<file path="src/hdl/tksi_pkg.sv">
// ----------------------------------------------------------------------------
// tksi_pkg
// Shared types and constants for the top-K sorted insertion list.
// ----------------------------------------------------------------------------
package tksi_pkg;

    localparam int KIND_W   = 2;
    localparam int LABEL_W  = 16;
    localparam int AMOUNT_W = 48;
    localparam int RANK_W   = 6;

    typedef enum logic [KIND_W-1:0] {
        KIND_OFFER = 2'd0,
        KIND_CLEAR = 2'd1,
        KIND_READ  = 2'd2
    } t_kind;

    typedef enum logic {
        ST_IDLE,
        ST_READ
    } t_state;

    // controller -> list datapath
    typedef struct packed {
        logic insert;
        logic clear;
        logic rotate;
    } t_list_cmd;

endpackage

</file>
<file path="src/hdl/tksi_ctrl.sv">
// ----------------------------------------------------------------------------
// tksi_ctrl
// Request sequencer: decodes input requests and walks the readout.
// ----------------------------------------------------------------------------
module tksi_ctrl
    import tksi_pkg::*;
#(
    parameter int LIST_DEPTH = 50
) (
    input  logic              i_clk,
    input  logic              i_rst_n,
    input  logic              i_valid,
    input  logic [KIND_W-1:0] i_kind,
    output logic              o_ready,
    input  logic              i_out_ready,
    output logic              o_out_valid,
    output logic [RANK_W-1:0] o_rank,
    output logic              o_last,
    output t_list_cmd         o_cmd
);

    localparam logic [RANK_W-1:0] LAST_RANK = RANK_W'(LIST_DEPTH - 1);

    t_state            r_state, n_state;
    logic [RANK_W-1:0] r_rank, n_rank;
    logic              accept;
    logic              at_last;

    always_ff @(posedge i_clk) begin
        if (!i_rst_n) begin
            r_state <= ST_IDLE;
            r_rank  <= '0;
        end else begin
            r_state <= n_state;
            r_rank  <= n_rank;
        end
    end

    assign at_last = (r_rank == LAST_RANK);

    always_comb begin
        n_state    = r_state;
        n_rank     = r_rank;
        o_ready    = 1'b0;
        o_out_valid = 1'b0;
        o_cmd      = '0;
        accept     = 1'b0;
        case (r_state)
            ST_IDLE: begin
                o_ready = 1'b1;
                accept  = i_valid;
                if (accept) begin
                    case (t_kind'(i_kind))
                        KIND_OFFER: o_cmd.insert = 1'b1;
                        KIND_CLEAR: o_cmd.clear  = 1'b1;
                        KIND_READ: begin
                            n_state = ST_READ;
                            n_rank  = '0;
                        end
                        default: ;  // unused kind: dropped
                    endcase
                end
            end
            ST_READ: begin
                o_out_valid = 1'b1;
                if (i_out_ready) begin
                    // rotate so the next rank sits in cell 0
                    o_cmd.rotate = 1'b1;
                    n_rank       = r_rank + 1'b1;
                    if (at_last) begin
                        n_state = ST_IDLE;
                    end
                end
            end
            default: n_state = ST_IDLE;
        endcase
    end

    assign o_rank = r_rank;
    assign o_last = at_last;

endmodule

</file>
<file path="config.mk">
export PLATFORM = sky130hd
export DESIGN_NAME = tksi_ctrl
export DESIGN_NICKNAME = d
export VERILOG_FILES = /design/src/hdl/tksi_pkg.sv /design/src/hdl/tksi_ctrl.sv
export SDC_FILE = /design/constraint.sdc
export NUM_CORES = 1
export LEC_CHECK = 0
export ABC_AREA = 1
export BUFFER_PORTS_ARGS = -buffer_cell sky130_fd_sc_hd__buf_2
export CORE_AREA = 2 2 39 41
export DETAILED_ROUTE_END_ITERATION = 10
export DIE_AREA = 0 0 41 43
export REMOVE_ABC_BUFFERS = 1
export SKIP_CTS_REPAIR_TIMING = 1
export SYNTH_ARGS = -nofsm -noshare
export SYNTH_HDL_FRONTEND = slang
export SYNTH_SLANG_ARGS = --single-unit
</file>
<file path="constraint.sdc">
create_clock -name i_clk -period 2.3 [get_ports i_clk]
set_input_delay 0.345 -clock i_clk [delete_from_list [all_inputs] [get_ports i_clk]]
set_output_delay 0.345 -clock i_clk [all_outputs]
set_load 0.005 [all_outputs]
</file>
Word-level counts from Yosys, hierarchy flattened
Cells that the tools add are included.

Output and inout bits: 12. Logic and storage cells: 29. Register bits: 7. Input bits: 6.

$add $sub $neg: 1. Multiplexer cells: 17. Bitwise operators: 1. Equal/unequal tests: 6. Reduce and logical (&&, ||, !) cells: 2.

Operators by type and width (number): 2-to-1 mux 6 bit (3); one-hot mux 6 bit (2 select lines) (1); 2-to-1 mux 1 bit (10); adder 6 x 1 -> 6 bit, second input constant (1); == test 6 bit, second input constant (1); 2-to-1 mux 2 bit (2); != test 2 bit, second input constant (2); AND reduction 3 bit (1); == test 2 x 1 -> 1 bit, second input constant (1); == test 2 bit, second input constant (1); logical NOT 2 bit (1); != test 2 x 1 -> 1 bit, second input constant (1); one-hot mux 1 bit (2 select lines) (1); NOT 1 bit (1).

Logic depth before layout (Yosys ltp)
Depth after elaboration: 4. Mapped depth: 7. Mapped depth without buffers: 7.

Worst setup path after synthesis
No wires, ideal clock.

Path kind: register to register. From: register r_rank[1], in the netlist o_rank[1]. To: register r_rank[1], in the netlist o_rank[1]. Cell stages (with the launch flop): 5. Path buffers: 0. Path slack: 1212 ps. Data arrival time: 1022 ps. Clock period less this slack: 1088 ps. Library setup time: 66 ps. Data required time: 2234 ps. Cells stage by stage: dfxtp_1 -> inv_1 -> ha_1 -> or2_1 -> a21oi_2.

Word-level cells in the longest chain between the ends: 3.

Ends and longest elaborated chain: start: declaration (RTL line tksi_ctrl.sv:25) `logic [RANK_W-1:0] r_rank, n_rank;`; start signal: assignment (RTL line tksi_ctrl.sv:35) `r_rank <= n_rank;`; adder 6 x 1 -> 6 bit (RTL line tksi_ctrl.sv:69) `n_rank = r_rank + 1'b1;`; 2-to-1 mux 6 bit (RTL line tksi_ctrl.sv:66) `if (i_out_ready) begin`; one-hot mux 6 bit (2 select lines) (RTL line tksi_ctrl.sv:48) `case (r_state)`.

No other way between the ends. The select of a mux whose other input is x is not followed. A chain may end at the register's enable or synchronous reset.

Worst setup path after layout
From: register r_rank[1], in the netlist o_rank[1]. To: output o_last.

Word-level cells in the longest chain between the ends: 1.

Ends and longest elaborated chain: == test 6 bit (RTL line tksi_ctrl.sv:39) `assign at_last = (r_rank == LAST_RANK);`; end: declaration (RTL line tksi_ctrl.sv:18) `output logic o_last,`.

No other way between the ends.

==> results.md <==
- Final WS setup: 0.8579 ns
- Maximum clock path buffer count: 2
- Fillers: 147
- Worst Setup SP: o_rank[1]
- Placed cell areas: 508.0 um^2
- Hold Vio Cnt, Final: 0
- Num Clock Sinks: 7
- Pwr per Cell Area: 505.3 nW/um^2
- WL/cell: 9.611 um
- Total core area: 1384 um^2
- Worst path required time: 1.96 ns
- CTS Root Cell: clkbuf_4
- Type of destination of the critical path: output port
- Fin crit share: 0.6270
- Finish-stage setup viols: 0
- Die Y: 43 um
- Crit path DAT: 1.10 ns
- # rows: 14
- Largest net degree at the start of global routing: 10
- Worst-path fanout max: 5
- Syn Std Cell Area: 402.9 um^2
- Reg clk slew, reported paths: 0.05 ns
- TritonCTS clock tree: built
- Clk pwr share: 0.421
- Clk_lat worst skew: 0.25 ns
- RSZ-0062 raised after global routing: no
- First-pass GRT wire length: 1359 um
- P_sw: 0.06814 mW
- Design area: 534.3 um^2
- Vias after detailed routing: 442
- Comb power frac: 0.113
- Final core utilization: 0.3861
- Status: completed
- Number of synthesized flops with an enable pin: 0
- Final WL: 913 um
- Max rail drop VDD: 0.3309 mV
- P_leak: 0.2809 nW
- TritonRoute pass-1 iters: 4
- Residual DRC: 0
- Die area: 1763 um^2
- Post-Place Setup Slack: 1.097 ns
- DP HPWL: 729 um
- I/O pin cnt: 18
- Initial antenna violation count: 0
- Cell variety after synth: 16
- Register area: 140.1 um^2
- ANT nets after route: 0
- Avg Inst Size Synth: 6.946 um^2
- P_int: 0.2018 mW
- Worst slew margin: 0.8399
- Htree depth: 1
- Nets: 88
- Most frequently used flop master after synthesis: dfxtp_1
- Drt first-iter violations: 5
- Placer congestion estimate: 0.6938
- FF+latch count, synth: 7
- Worst setup SP type: flip-flop
- Vias/cell: 4.653
- Clock skew: 0.006890 ns
- GR Util All Layers: 0.1225
- PortBufs: 17
- Hold path startpoint: i_rst_n
- Worst-margin pin slew: 0.2399 ns
- Fmax achieved: 693.5 MHz
- Sw Share: 0.2524
- Final Slew Violations: 0
- Die width: 41 um
- CP Class: reg2out
- Initial Utilization: 0.2911
- Grt total ovfl: 0
- Leading cell type in the layout, fill and taps excluded: buf_2
- Min cycle time layout: 1.442 ns
- Yosys warns: 0
- CTS Buf Count: 3
- Hold Crit Class: in2reg
- FF-to-FF Start: o_rank[1]
- Diodes inserted: 0
- Vias in the first global route: 349
- Layout cells sized above 1: 0.3291
- Sequential fraction of the synthesis area: 0.3478
- Layout area overhead: 32.61%
- Reg power frac: 0.466
- Setup TNS: 0 ns
- Footprint of the multi-input gates: 229.0 um^2
- Synth async-reset ratio: 0
- Synth Instances: 58
- Max cap viols: 0
- Most frequent cells in the layout: buf_2 (17), inv_1 (9), nand2_1 (8), nor2_1 (8), dfxtp_1 (7)
per-layer routing:
metal | global-route usage | vias to the layer above | wire [um]
met3 | 0.09424 | 2 | 71
met5 | 0 | - | 0
met4 | 0.06000 | 0 | 12
li1 | - | 234 | -
met2 | 0.1750 | 12 | 427
met1 | 0.1254 | 194 | 401
critical path, cell delays in order, from the launching register on:
cell and delay (ns):
dfxtp_1 0.38, inv_1 0.06, ha_1 0.18, nand2_1 0.07
nor2_1 0.04, buf_2 0.12
metrics by stage:
stage	hold WS [ns]	std cells	power, mW
6_report	0.3474	95	0.2700
5_1_grt	0.3536	95	0.2912
4_1_cts	0.3398	95	0.2774
3_5_place_dp	0.5180	91	0.1592
3_3_place_gp	0.5175	91	0.1584
2_1_floorplan	0.4834	58	0.1457
power groups by stage:
stage / sequential, mW / clock, mW / combinational, mW
finish: 0.126 / 0.114 / 0.0306
global route: 0.126 / 0.130 / 0.0347
CTS: 0.126 / 0.121 / 0.0309
detailed placement: 0.128 / 0 / 0.0308
global placement: 0.128 / 0 / 0.0301
floorplan: 0.128 / 0 / 0.0174
cells in the mapped netlist (2+ instances only):
master | n | area share
a21oi_1 | 6 | 0.075
a21oi_2 | 2 | 0.043
ha_1 | 2 | 0.062
nand2_2 | 2 | 0.031
nand2_1 | 8 | 0.075
nor4_1 | 2 | 0.031
inv_1 | 9 | 0.084
nand3_1 | 6 | 0.075
dfxtp_1 | 7 | 0.35
nor2_1 | 8 | 0.075
flip-flops by register name, indices dropped and copies added, names as in the netlist:
name	count
o_rank	6
r_state	1
path summary, 6_finish.rpt:
path / to / slack, ns / cells after the start
worst min register to register: o_rank[0] / 0.53 / 1
worst max register to register: o_rank[1] / 1.17 / 4
worst min-delay path: o_rank[0] / 0.35 / 3
worst max-delay path: o_last / 0.86 / 5
kinds of logic (layout without fill, tap and decap cells):
family,after synthesis,in the layout,synth area share
AO/OA/AOI/OAI,9,9,0.1304
buffers and inverters,9,30,0.08384
AND/OR/NAND/NOR,31,31,0.3758
flip-flops,7,7,0.3478
adder cells (fa/ha/maj),2,2,0.06210
cell type report:
cell class | instances | area share
Tap cell | 16 | 0.03747
Sequential cell | 7 | 0.2623
Timing Repair Buffer | 17 | 0.1593
Clock buffer | 4 | 0.04918
Multi-Input combinational cell | 42 | 0.4286
Inverter | 9 | 0.06323
(Power assumes the default switching activity.)
